File: src/rtl/core/address_range_hit_histogram_core_macros.svh
// assertion macros shared by the histogram core rtl
// no dependencies; define ASSERT_OFF to compile the checks out
`ifndef ADDRESS_RANGE_HIT_HISTOGRAM_CORE_MACROS_SVH
`define ADDRESS_RANGE_HIT_HISTOGRAM_CORE_MACROS_SVH
`ifndef ASSERT_OFF
`define AHH_ASSERT_IMPL(lbl, clk, rst_n, ante, cons, msg) \
    lbl: assert property (@(posedge clk) disable iff (!rst_n) (ante) |-> (cons)) \
        else $error(msg);
`define AHH_ASSERT_NEXT(lbl, clk, rst_n, ante, cons, msg) \
    lbl: assert property (@(posedge clk) disable iff (!rst_n) (ante) |=> (cons)) \
        else $error(msg);
`else
`define AHH_ASSERT_IMPL(lbl, clk, rst_n, ante, cons, msg)
`define AHH_ASSERT_NEXT(lbl, clk, rst_n, ante, cons, msg)
`endif
`endif

File: src/rtl/core/ahh_pkg.sv
// types, constants and helpers for the address range hit histogram core
// used by ahh_div and address_range_hit_histogram_core
package ahh_pkg;

    localparam int NUM_BINS = 4096;
    localparam int BIN_AW   = $clog2(NUM_BINS);

    localparam int PCT_SCALE_W = 7;
    localparam int DIV_NW      = 32 + PCT_SCALE_W;
    localparam int DIV_CW      = $clog2(DIV_NW);

    localparam logic [PCT_SCALE_W-1:0] PCT_SCALE = PCT_SCALE_W'(100);
    localparam logic [15:0]            PCT_MAX   = 16'hFFFF;

    localparam logic [1:0] CMD_COUNT = 2'd0;
    localparam logic [1:0] CMD_END   = 2'd1;
    localparam logic [1:0] CMD_READ  = 2'd2;

    localparam logic [1:0] CFG_LOW  = 2'd0;
    localparam logic [1:0] CFG_HIGH = 2'd1;
    localparam logic [1:0] CFG_STEP = 2'd2;

    localparam logic [2:0] STS_COUNTED  = 3'd0;
    localparam logic [2:0] STS_OUTSIDE  = 3'd1;
    localparam logic [2:0] STS_DISABLED = 3'd2;
    localparam logic [2:0] STS_CAPACITY = 3'd3;
    localparam logic [2:0] STS_READ_OK  = 3'd4;
    localparam logic [2:0] STS_BAD_IDX  = 3'd5;

    typedef enum logic [3:0] {
        ST_CLEAR,
        ST_IDLE,
        ST_DECODE,
        ST_IDX_DIV,
        ST_ADDR,
        ST_READ,
        ST_PCT_MUL,
        ST_PCT_DIV,
        ST_RESULT
    } t_state;

    typedef struct packed {
        logic              start;
        logic [DIV_NW-1:0] dividend;
        logic [31:0]       divisor;
    } t_div_req;

    typedef struct packed {
        logic              done;
        logic              busy;
        logic [DIV_NW-1:0] quotient;
    } t_div_rsp;

    function automatic logic [31:0] sat_add(input logic [31:0] a, input logic [15:0] b);
        logic [32:0] s;
        s = {1'b0, a} + {17'b0, b};
        return s[32] ? 32'hFFFF_FFFF : s[31:0];
    endfunction

endpackage

File: src/rtl/core/ahh_div.sv
// bit-serial restoring divider, one quotient bit per cycle
// depends on ahh_pkg and the core macros header
`include "address_range_hit_histogram_core_macros.svh"
module ahh_div (
    input  logic              i_clk,
    input  logic              i_rst_n,
    input  ahh_pkg::t_div_req i_req,
    output ahh_pkg::t_div_rsp o_rsp
);
    import ahh_pkg::*;

    logic              r_busy;
    logic              r_done;
    logic [DIV_CW-1:0] r_cnt;
    logic [31:0]       r_rem;
    logic [31:0]       r_dsr;
    logic [DIV_NW-1:0] r_quo;

    logic [32:0] rem_sh;
    logic        q_bit;
    logic [32:0] rem_sub;

    always_comb begin
        rem_sh  = {r_rem, r_quo[DIV_NW-1]};
        rem_sub = rem_sh - {1'b0, r_dsr};
        q_bit   = (rem_sh >= {1'b0, r_dsr});
    end

    always_ff @(posedge i_clk) begin
        if (!i_rst_n) begin
            r_busy <= 1'b0;
            r_done <= 1'b0;
            r_cnt  <= '0;
        end else begin
            r_done <= 1'b0;
            if (i_req.start) begin
                r_busy <= 1'b1;
                r_cnt  <= '0;
            end else if (r_busy) begin
                r_cnt <= r_cnt + 1'b1;
                if (r_cnt == DIV_CW'(DIV_NW - 1)) begin
                    r_busy <= 1'b0;
                    r_done <= 1'b1;
                end
            end
        end
    end

    always_ff @(posedge i_clk) begin
        if (i_req.start) begin
            r_rem <= '0;
            r_dsr <= i_req.divisor;
            r_quo <= i_req.dividend;
        end else if (r_busy) begin
            r_rem <= q_bit ? rem_sub[31:0] : rem_sh[31:0];
            r_quo <= {r_quo[DIV_NW-2:0], q_bit};
        end
    end

    assign o_rsp.done     = r_done;
    assign o_rsp.busy     = r_busy;
    assign o_rsp.quotient = r_quo;

    `AHH_ASSERT_IMPL(a_start_idle, i_clk, i_rst_n, i_req.start, !r_busy, "divider restarted while busy")
    `AHH_ASSERT_IMPL(a_done_idle, i_clk, i_rst_n, r_done, !r_busy, "divider done while still busy")

endmodule

File: config.mk
export PLATFORM = sky130hd
export DESIGN_NAME = ahh_div
export DESIGN_NICKNAME = d
export VERILOG_FILES = /design/src/rtl/core/ahh_pkg.sv /design/src/rtl/core/ahh_div.sv
export VERILOG_INCLUDE_DIRS = /design/src /design/src/rtl/core
export SDC_FILE = /design/constraint.sdc
export NUM_CORES = 1
export LEC_CHECK = 0
export BUFFER_PORTS_ARGS = -buffer_cell sky130_fd_sc_hd__buf_2
export CORE_ASPECT_RATIO = 1.75
export CORE_MARGIN = 10
export CORE_UTILIZATION = 40
export CTS_CLUSTER_SIZE = 12
export DETAILED_ROUTE_END_ITERATION = 8
export SETUP_SLACK_MARGIN = 0.05
export SLEW_MARGIN = 10
export SYNTH_ARGS = -nofsm -noshare
export SYNTH_HDL_FRONTEND = slang
export SYNTH_SLANG_ARGS = --single-unit
File: constraint.sdc
create_clock -name i_clk -period 2.5 [get_ports i_clk]
set_input_delay 0.25 -clock i_clk [delete_from_list [all_inputs] [get_ports i_clk]]
set_output_delay 0.25 -clock i_clk [all_outputs]
set_load 0.01 [all_outputs]
==> flow_summary.toml, run 1 <==
[worst_setup_path]
r2r-start = "r_dsr[1]"
worstSetupPathType = "reg2reg"
worst-r2r-setup-slack_ps = -210
start_kind = "flop"
crit_path_end_kind = "flop"
worstPathArrival_ps = 2980
worstReg2RegEnd = "r_rem[9]"
critPathRequiredTime_ps = 2770
worstPathMaxFanout = 8
crit_end = "r_rem[9]"
reg2reg_depth = 14
critPathLaunch = "r_dsr[1]"

[routing]
postRouteAntennaNets = 0
vias_per_cell = 5.36
drt_iter0_drc = 190
dr.pass1.iters = 4
wl_per_cell_um = 17.3
vias = 5449
finalWirelength_um = 17600
drc = 0

[yosys]
synth-simple-area-share_pct = 13.1
synth_edf_count = 71
ys.flop_type = "edfxtp_1"
yosys_warnings = 0
syn_area_mm2 = 0.00630
syn-num-nets = 737
synth_compound_area_share_pct = 16.6
synth_area_per_cell_um2 = 10.0
synth_fa_ha_area_share_pct = 7.07
ys_ff_latch = 111
synth_top_family_by_area = "compound AO/OA/AOI/OAI gates"
async_flop_share_pct = 0
synth.distinct_cells = 60
yosys-top-cells-count = "nand2_1, edfxtp_1, nor2_1"
netlist.top_cell.by_area = "edfxtp_1"
synth_xor_xnor_area_share_pct = 3.75
synth.yosys.seq_area_share_pct = 46.5
synthCells = 628
synth.area.mux_share_pct = 7.76
synth_most_common_cell = "nand2_1"
yosys-top-cells-area = "edfxtp_1, dfxtp_1, mux2_2"
synth.top_cell.area_share_pct = 33.8

[die]
num_rows = 60
die_area_mm2 = 0.0214
coreArea_mm2 = 0.0155
dieHeight_um = 186
die_x_um = 115
initial_core_util_pct = 40.8
io_pins = 115

[sta]
fin_tns_setup_ps = -4080
tightest_slew_ps = 637
max-slew-margin-rel_pct = 57.6
setup_ws_ps = -208
slew_violations = 0
post-route-period-util_pct = 108
fin_skew_ps = 9.75
setup_viol = 33
rsz0062_at_grt = "yes"
max_freq_mhz = 369
hold_viol_final = 0
period_minus_slack_ps = 2710

[cts]
postCtsHoldBufs = 0
clkLatencyLatePin_ps = 360
cts.clk_slew.worst_paths_ps = 80
cts.path.max_buffers = 2
clkSinkCount = 111
h-tree-depth = 3
cts_buffers = 9
cts_tree = "done"
root_buffer = "clkbuf_16"

[global_routing]
track_usage_pct = 16.4
grt_max_degree = 59
grt_overflow = 0
grt_pass1_wl_um = 28500
grt_pass1_vias = 5862
antenna_found_initial = 0

[worst_hold_path]
hold_depth = 1
hold_path_class = "in2reg"

[cells_and_area]
fin_nets = 934
syn_to_final_growth_pct = 39.5
utilization_pct = 56.8
diodes = 0
drive_gt1_share_pct = 46.0

[placed_design]
io_buffers = 114
dpl.hpwl_um = 13000
place_congestion = 0.919
pre_cts_ws_ps = -259

[power_and_ir_drop]
power_density_mw_per_mm2 = 649
p_leak_nw = 3.76
ir_drop_uv = 314
p_total_w = 0.00570

[status]
violations = "negative setup slack"
status = "finished with violations"

[flow_run]
maxCapViolations = 0
[layer usage]
metal	share of wire [%]	global-route usage, %	vias up
met5	0	0	-
met4	3.1	6.71	0
met3	5.6	4.87	37
met2	54	30.0	151
met1	38	16.8	2601
li1	-	-	2660
[how the worst min path moves through the flow]
| stage | startpoint | end | slack (ps) |
|---|---|---|---|
| after floorplan | i_req[0] | r_dsr[0] | 350 |
| after global placement | i_req[26] | r_dsr[26] | 430 |
| after detailed placement | i_req[18] | r_dsr[18] | 430 |
| after CTS | i_req[25] | r_dsr[25] | 50 |
| after global routing | i_req[8] | r_dsr[8] | 50 |
| final | i_req[25] | r_dsr[25] | 60 |
[where the power goes]
group	internal [W]	switching, W	leakage, nW	total [W]
Clock	0.000705	0.000726	0.142	0.00143
Combinational	0.000992	0.00103	2.58	0.00202
Sequential	0.00214	0.000110	1.04	0.00225
[timing repair]
action,in CTS,in global routing
gates resized for setup,50,68
setup buffers,10,8
pin swaps,25,37
gates cloned,4,0
setup endpoints to repair,33,33
[area by class of cell]
type / count / area, µm²
Multi-Input combinational cell: 438 / 3630
Sequential cell: 111 / 2940
Timing Repair Buffer: 222 / 1540
Inverter: 43 / 161
Fill cell: 1340 / 6670
Clock inverter: 6 / 62.6
Clock buffer: 10 / 229
Tap cell: 186 / 233
[worst max-delay path, cell delays in order, from the launching register on]
cell and delay, ps:
edfxtp_1 380, inv_2 60, ha_4 260, nor2b_4 170, o2111ai_4 140, a2111oi_4 360, nand3b_4 220, a21oi_4 70
buf_6 130, o21ai_4 180, buf_12 150, buf_12 140, buf_12 100, nand2_4 30, a311oi_2 230
[cell families after synthesis]
logic type                 count (synthesis)
AOI/OAI and AO/OA                        150
buffers and inverters                     79
and+or+nand+nor                          182
muxes                                     44
xor gates and xnor gates                  27
adders and majority gates                 35
DFF                                      111
[placed cells by master, fill, tap and decap left out, types with 13 or more instances in the layout]
cell,Yosys,final
inv_1,43,37
mux2_2,39,38
nand2_1,76,55
ha_1,34,19
a21o_1,13,13
dfxtp_1,40,38
xnor2_1,17,15
o21ai_0,15,13
nand4_1,13,13
edfxtp_1,71,71
ha_4,0,13
buf_2,10,113
buf_4,3,95
nor2_1,53,52
a21oi_1,41,34
[sequential cells by signal, summed over array words and instances (netlist names)]
| signal | flops |
|---|---|
| r_quo | 39 |
| r_rem | 32 |
| r_busy | 1 |
| r_cnt | 6 |
| r_dsr | 32 |
| r_done | 1 |
[through the flow]
step,hold slack [ps],instances,instance area [µm²]
global route,47.7,1016,8790
finish,62.9,1016,8790
CTS,52.2,1012,8440
detailed placement,428,982,7720
global placement,426,982,7720
floorplan,349,628,6370
(Power assumes the default switching activity.)
==> run 2: changes to the inputs <==
--- a/config.mk
+++ b/config.mk
@@ -12,6 +12,8 @@
 export CORE_UTILIZATION = 40
 export CTS_CLUSTER_SIZE = 12
 export DETAILED_ROUTE_END_ITERATION = 8
+export PLACE_DENSITY_LB_ADDON = 0.1
+export REMOVE_ABC_BUFFERS = 1
 export SETUP_SLACK_MARGIN = 0.05
 export SLEW_MARGIN = 10
 export SYNTH_ARGS = -nofsm -noshare
==> run 2 against run 1 <==
Effect of this change:
- the run still ends with negative setup slack left
- cell count hardly changed
- critical path depth is 1 lower
- fmax is 1.7% lower
- wire length rose by 0.18%
- power decreased by 0.68%
- worst hold slack worse by 1.6 ps
- non-clock buffer count is 1 higher
- clock skew up 1.6 ps
- critical path type unchanged
- highest routed layer unchanged
==> flow_summary.toml, run 2 (same netlist as run 1, synthesis figures left out) <==
[cells_and_area]
finalInstanceArea_mm2 = 0.00864
drive_gt1_share_pct = 43.4
diodes = 0
largest_reg_flops = 39
largestRegisters = "r_quo (39), r_dsr (32), r_rem (32)"
fin_nets = 935
layout_common_cells = "buf_2, buf_4, edfxtp_1, nand2_1, nor2_1"
top_register = "r_quo"
final_common_cell = "buf_2"
n_fill_cell = 1389
syn_to_final_growth_pct = 37.1

[routing]
wl_per_cell_um = 17.4
dr.pass1.iters = 4
vias_per_cell = 5.33
drc = 0
postRouteAntennaNets = 0
vias = 5416
finalWirelength_um = 17600
drt_iter0_drc = 205

[worst_setup_path]
worstPathMaxFanout = 8
worstSetupPathType = "reg2reg"
crit_buf_inv = 4
worst-r2r-setup-slack_ps = -260
cp_top_family = "compound AO/OA/AOI/OAI gates"
crit_path_end_kind = "flop"
r2r-start = "r_dsr[1]"
start_kind = "flop"
worstPathArrival_ps = 3020
slowest_stage = "edfxtp_1"
critPathMaxStageDelay_ps = 400
path_depth = 13
crit_chain = "inv_2 > ha_4 > nor2b_4 > o2111ai_4 > a2111oi_4 > nand3b_4 > a21oi_4 > buf_6 > o21ai_4 > buf_12 > buf_12 > nand3_1 > a211oi_1"
worstReg2RegEnd = "r_rem[27]"
cp_common_cell = "buf_12"
critPathRequiredTime_ps = 2770
reg2reg_depth = 13

[placed_design]
place_congestion = 0.889
pre_cts_ws_ps = -381
io_buffers = 114
dpl.hpwl_um = 13100
postPlaceCellArea_mm2 = 0.00770

[cts]
cts_buffers = 9
root_buffer = "clkbuf_16"
clkSinkCount = 111
clkLatencyLatePin_ps = 360
cts.path.max_buffers = 2
h-tree-depth = 3
cts_tree = "done"
cts.clk_slew.worst_paths_ps = 80
postCtsHoldBufs = 0

[sta]
fin_skew_ps = 11.4
period_minus_slack_ps = 2760
setup_ws_ps = -256
max-slew-margin-rel_pct = 66.1
max_freq_mhz = 363
slew_violations = 0
tightest_slew_ps = 508
hold_viol_final = 0
post-route-period-util_pct = 110
rsz0062_at_grt = "yes"
setup_viol = 33
whs_ps = 61.2

[worst_hold_path]
holdPathEnd = "r_dsr[27]"
hold_depth = 1
hold_path_class = "in2reg"
hp-start = "i_req[27]"

[power_and_ir_drop]
p_clk_share_pct = 25.5
combPwrFrac_pct = 35.2
ir_drop_uv = 378
p_sw_share_pct = 33.0
internal_power_w = 0.00380
p_leak_nw = 3.78
seqPwrFrac_pct = 39.3
power_density_mw_per_mm2 = 655
p_switching_w = 0.00187

[status]
violations = "negative setup slack"
status = "finished with violations"

[die]
num_rows = 60
die_x_um = 115
coreArea_mm2 = 0.0155
initial_core_util_pct = 40.8
io_pins = 115
dieHeight_um = 186
die_area_mm2 = 0.0214

[global_routing]
antenna_found_initial = 0
grt_pass1_vias = 5884
grt_overflow = 0
grt_pass1_wl_um = 27600
grt_max_degree = 59
track_usage_pct = 15.8

[flow_run]
maxCapViolations = 0
==> run 2: cell types whose count changed in the layout (fill, tap and decap cells not counted), sizes merged <==
cell    before  now
buf        222  221
clkbuf      10   12
==> run 2: worst register-to-register path: cells and delay by family (launching register included) <==
family / cells / cell delay (ps)
flip-flops: 1 / 400
AND/OR/NAND/NOR: 3 / 480
buffers and inverters: 4 / 510
adder cells (fa/ha/maj): 1 / 270
AO/OA/AOI/OAI: 5 / 1020
==> run 2: power by group through the flow <==
| stage | sequential [W] | combinational [W] | clock, W |
|---|---|---|---|
| after floorplan | 0.00230 | 0.000853 | 0 |
| after global placement | 0.00226 | 0.00160 | 0 |
| after detailed placement | 0.00226 | 0.00161 | 0 |
| after CTS | 0.00223 | 0.00166 | 0.00149 |
| after global routing | 0.00225 | 0.00217 | 0.00155 |
| final | 0.00223 | 0.00199 | 0.00144 |
==> run 2: per-layer routing <==
metal  track usage, %  share of wire (%)  wire (µm)  vias up
li1                 -                  -          -     2663
met1             16.1                 37       6550     2584
met2             29.0                 54       9480      137
met3             5.25                6.2       1090       32
met4             5.62                3.0        521        0
met5                0                  0          0        -
==> run 2: worst max path at each step <==
| stage | from | endpoint |
|---|---|---|
| 4_1_cts | r_dsr[0] | r_rem[30] |
| 3_3_place_gp | r_quo[38] | r_rem[30] |
| 2_1_floorplan | r_dsr[1] | r_rem[0] |
| 5_1_grt | r_quo[38] | r_rem[30] |
| 6_report | r_dsr[1] | r_rem[27] |
| 3_5_place_dp | r_quo[38] | r_rem[30] |
==> run 2: per-stage QoR <==
step	instances	TNS (ps)	utilization [%]	power, W
finish	1017	-5710	55.9	0.00566
global route	1017	-9910	55.9	0.00597
CTS	1006	-6280	52.3	0.00538
detailed placement	988	-6670	49.8	0.00388
global placement	988	-4760	49.8	0.00385
floorplan	592	-7020	-	0.00315
==> run 2: final cells by class <==
type                            instances  area, µm²  area share, %
Inverter                               43        161           1.87
Timing Repair Buffer                  223       1530           17.7
Tap cell                              186        233           2.69
Sequential cell                       111       2930           33.9
Multi-Input combinational cell        438       3500           40.4
Clock buffer                           10        229           2.65
Clock inverter                          6       62.6          0.724
==> run 2: repair_timing <==
| item | in CTS | in global routing |
|---|---|---|
| endpoints found under the setup margin | 33 | 33 |
| pin swaps | 10 | 43 |
| buffers inserted | 2 | 9 |
| resized for setup | 18 | 92 |
| cloned | 0 | 3 |
==> run 3: changes to the inputs <==
--- a/config.mk
+++ b/config.mk
@@ -7,13 +7,11 @@
 export NUM_CORES = 1
 export LEC_CHECK = 0
 export BUFFER_PORTS_ARGS = -buffer_cell sky130_fd_sc_hd__buf_2
-export CORE_ASPECT_RATIO = 1.75
 export CORE_MARGIN = 10
 export CORE_UTILIZATION = 40
 export CTS_CLUSTER_SIZE = 12
 export DETAILED_ROUTE_END_ITERATION = 8
 export PLACE_DENSITY_LB_ADDON = 0.1
-export REMOVE_ABC_BUFFERS = 1
 export SETUP_SLACK_MARGIN = 0.05
 export SLEW_MARGIN = 10
 export SYNTH_ARGS = -nofsm -noshare
==> run 3 against run 2 <==
Effect of this change:
- the flow still finishes with violations (negative setup slack)
- largest power group unchanged
- worst hold slack worse by 6.5 ps
- die area down 0.92%
- clock skew down 1.2 ps
- fmax up 2.4%
- cell count up 3.7%
- critical endpoint is now r_rem[30]
- first-iteration DRC count up 18%
- final area down 0.22%
- register-to-register slack better by 60 ps
- critical path depth down 1
==> flow_summary.toml, run 3 (same netlist as run 1, synthesis figures left out) <==
[status]
status = "finished with violations"
violations = "negative setup slack"

[worst_setup_path]
slowest_stage = "a221oi_2"
critPathMaxStageDelay_ps = 400
worstPathArrival_ps = 2970
worstSetupPathType = "reg2reg"
crit_chain = "inv_1 > ha_2 > fa_2 > nor2b_4 > o21bai_4 > a31oi_4 > o31a_1 > o2111ai_2 > a221oi_2 > mux2i_1 > o21ai_1 > a211oi_1"
start_kind = "flop"
r2r-start = "r_quo[38]"
worstPathMaxFanout = 2
worst-r2r-setup-slack_ps = -190
critPathRequiredTime_ps = 2780
crit_path_end_kind = "flop"
worstReg2RegEnd = "r_rem[30]"
reg2reg_depth = 12

[cells_and_area]
largest_reg_flops = 39
largestRegisters = "r_quo (39), r_dsr (32), r_rem (32)"
layout_common_cells = "buf_2, buf_4, nand2_1, edfxtp_1, nor2_1"
top_register = "r_quo"
fin_nets = 948
drive_gt1_share_pct = 40.3
syn_to_final_growth_pct = 36.8
diodes = 0
final_common_cell = "buf_2"
utilization_pct = 56.3
n_fill_cell = 1435

[power_and_ir_drop]
power_density_mw_per_mm2 = 639
ir_drop_uv = 542
p_leak_nw = 3.70
p_total_w = 0.00551

[cts]
cts_tree = "done"
clkSinkCount = 111
clkLatencyLatePin_ps = 360
cts_buffers = 9
cts.clk_slew.worst_paths_ps = 80
root_buffer = "clkbuf_16"
cts.path.max_buffers = 2
h-tree-depth = 3

[routing]
vias_per_cell = 5.14
finalWirelength_um = 16800
vias = 5418
dr.pass1.iters = 5
drc = 0
wl_per_cell_um = 16.0
postRouteAntennaNets = 0
drt_iter0_drc = 242

[placed_design]
dpl.hpwl_um = 12400
pre_cts_ws_ps = -301
io_buffers = 114
place_congestion = 0.863

[global_routing]
grt_max_degree = 58
antenna_found_initial = 0
grt_overflow = 0
grt_pass1_vias = 5731
track_usage_pct = 15.9
grt_pass1_wl_um = 28000

[sta]
setup_ws_ps = -192
fin_skew_ps = 10.1
whs_ps = 54.8
period_minus_slack_ps = 2690
setup_viol = 33
tightest_slew_ps = 593
rsz0062_at_grt = "yes"
hold_viol_final = 0
max_freq_mhz = 372
post-route-period-util_pct = 108
fin_tns_setup_ps = -2970
slew_violations = 0
max-slew-margin-rel_pct = 60.4

[die]
dieHeight_um = 146
die_x_um = 146
io_pins = 115
coreArea_mm2 = 0.0153
num_rows = 45
initial_core_util_pct = 41.2
die_area_mm2 = 0.0212

[worst_hold_path]
hold_depth = 1
holdPathEnd = "r_dsr[27]"
hp-start = "i_req[27]"
hold_path_class = "in2reg"

[flow_run]
maxCapViolations = 0
-- run 3: power by group --
group | switching, W | internal, W | total [W]
sequential | 0.0000952 | 0.00214 | 0.00223
combinational | 0.000929 | 0.000954 | 0.00188
clock | 0.000703 | 0.000695 | 0.00140
-- run 3: layout make-up --
class | instances | area [µm²] | area share [%]
multi-input cells | 438 | 3370 | 39.0
flip-flops and latches | 111 | 2930 | 34.0
repair buffers | 236 | 1620 | 18.8
well taps | 211 | 264 | 3.06
clock buffers | 10 | 229 | 2.65
inverters | 43 | 161 | 1.87
clock inverters | 6 | 52.6 | 0.609
-- run 3: per-layer routing --
layer	GRT usage (%)	wire, µm	share of wire (%)
met5	0	0	0
met4	4.20	170	1.0
met3	6.77	1240	7.3
met2	26.3	8090	48
met1	18.4	7340	44
-- run 3: worst max-delay path by stage --
stage | startpoint | end | cells after the start
global route | r_quo[38] | r_rem[30] | 12
CTS | r_quo[38] | r_rem[30] | 12
detailed placement | r_dsr[26] | r_rem[0] | 12
floorplan | r_quo[38] | r_rem[30] | 12
finish | r_quo[38] | r_rem[30] | 12
global placement | r_dsr[26] | r_rem[0] | 12
-- run 3: critical path, delay by kind of cell, from the launching register on --
family          cells  cell delay (ps)
compound gates      7             1270
fa+ha+maj           2              560
buf+inv             1               50
flops               1              350
mux                 1              220
simple gates        1              150
-- run 3: stage by stage --
stage	area [µm²]	cells
2_1_floorplan	6370	628
3_3_place_gp	7830	1019
3_5_place_dp	7830	1019
4_1_cts	8520	1054
5_1_grt	8630	1055
6_report	8630	1055
-- run 3: timing repair --
| action | 4_1_cts | 5_1_grt |
|---|---|---|
| hold buffers | 0 | 0 |
| resized for setup | 38 | 14 |
| pin swaps | 18 | 10 |
| setup endpoints to repair | 33 | 33 |
| buffers inserted | 17 | 0 |
| cloned | 2 | 1 |
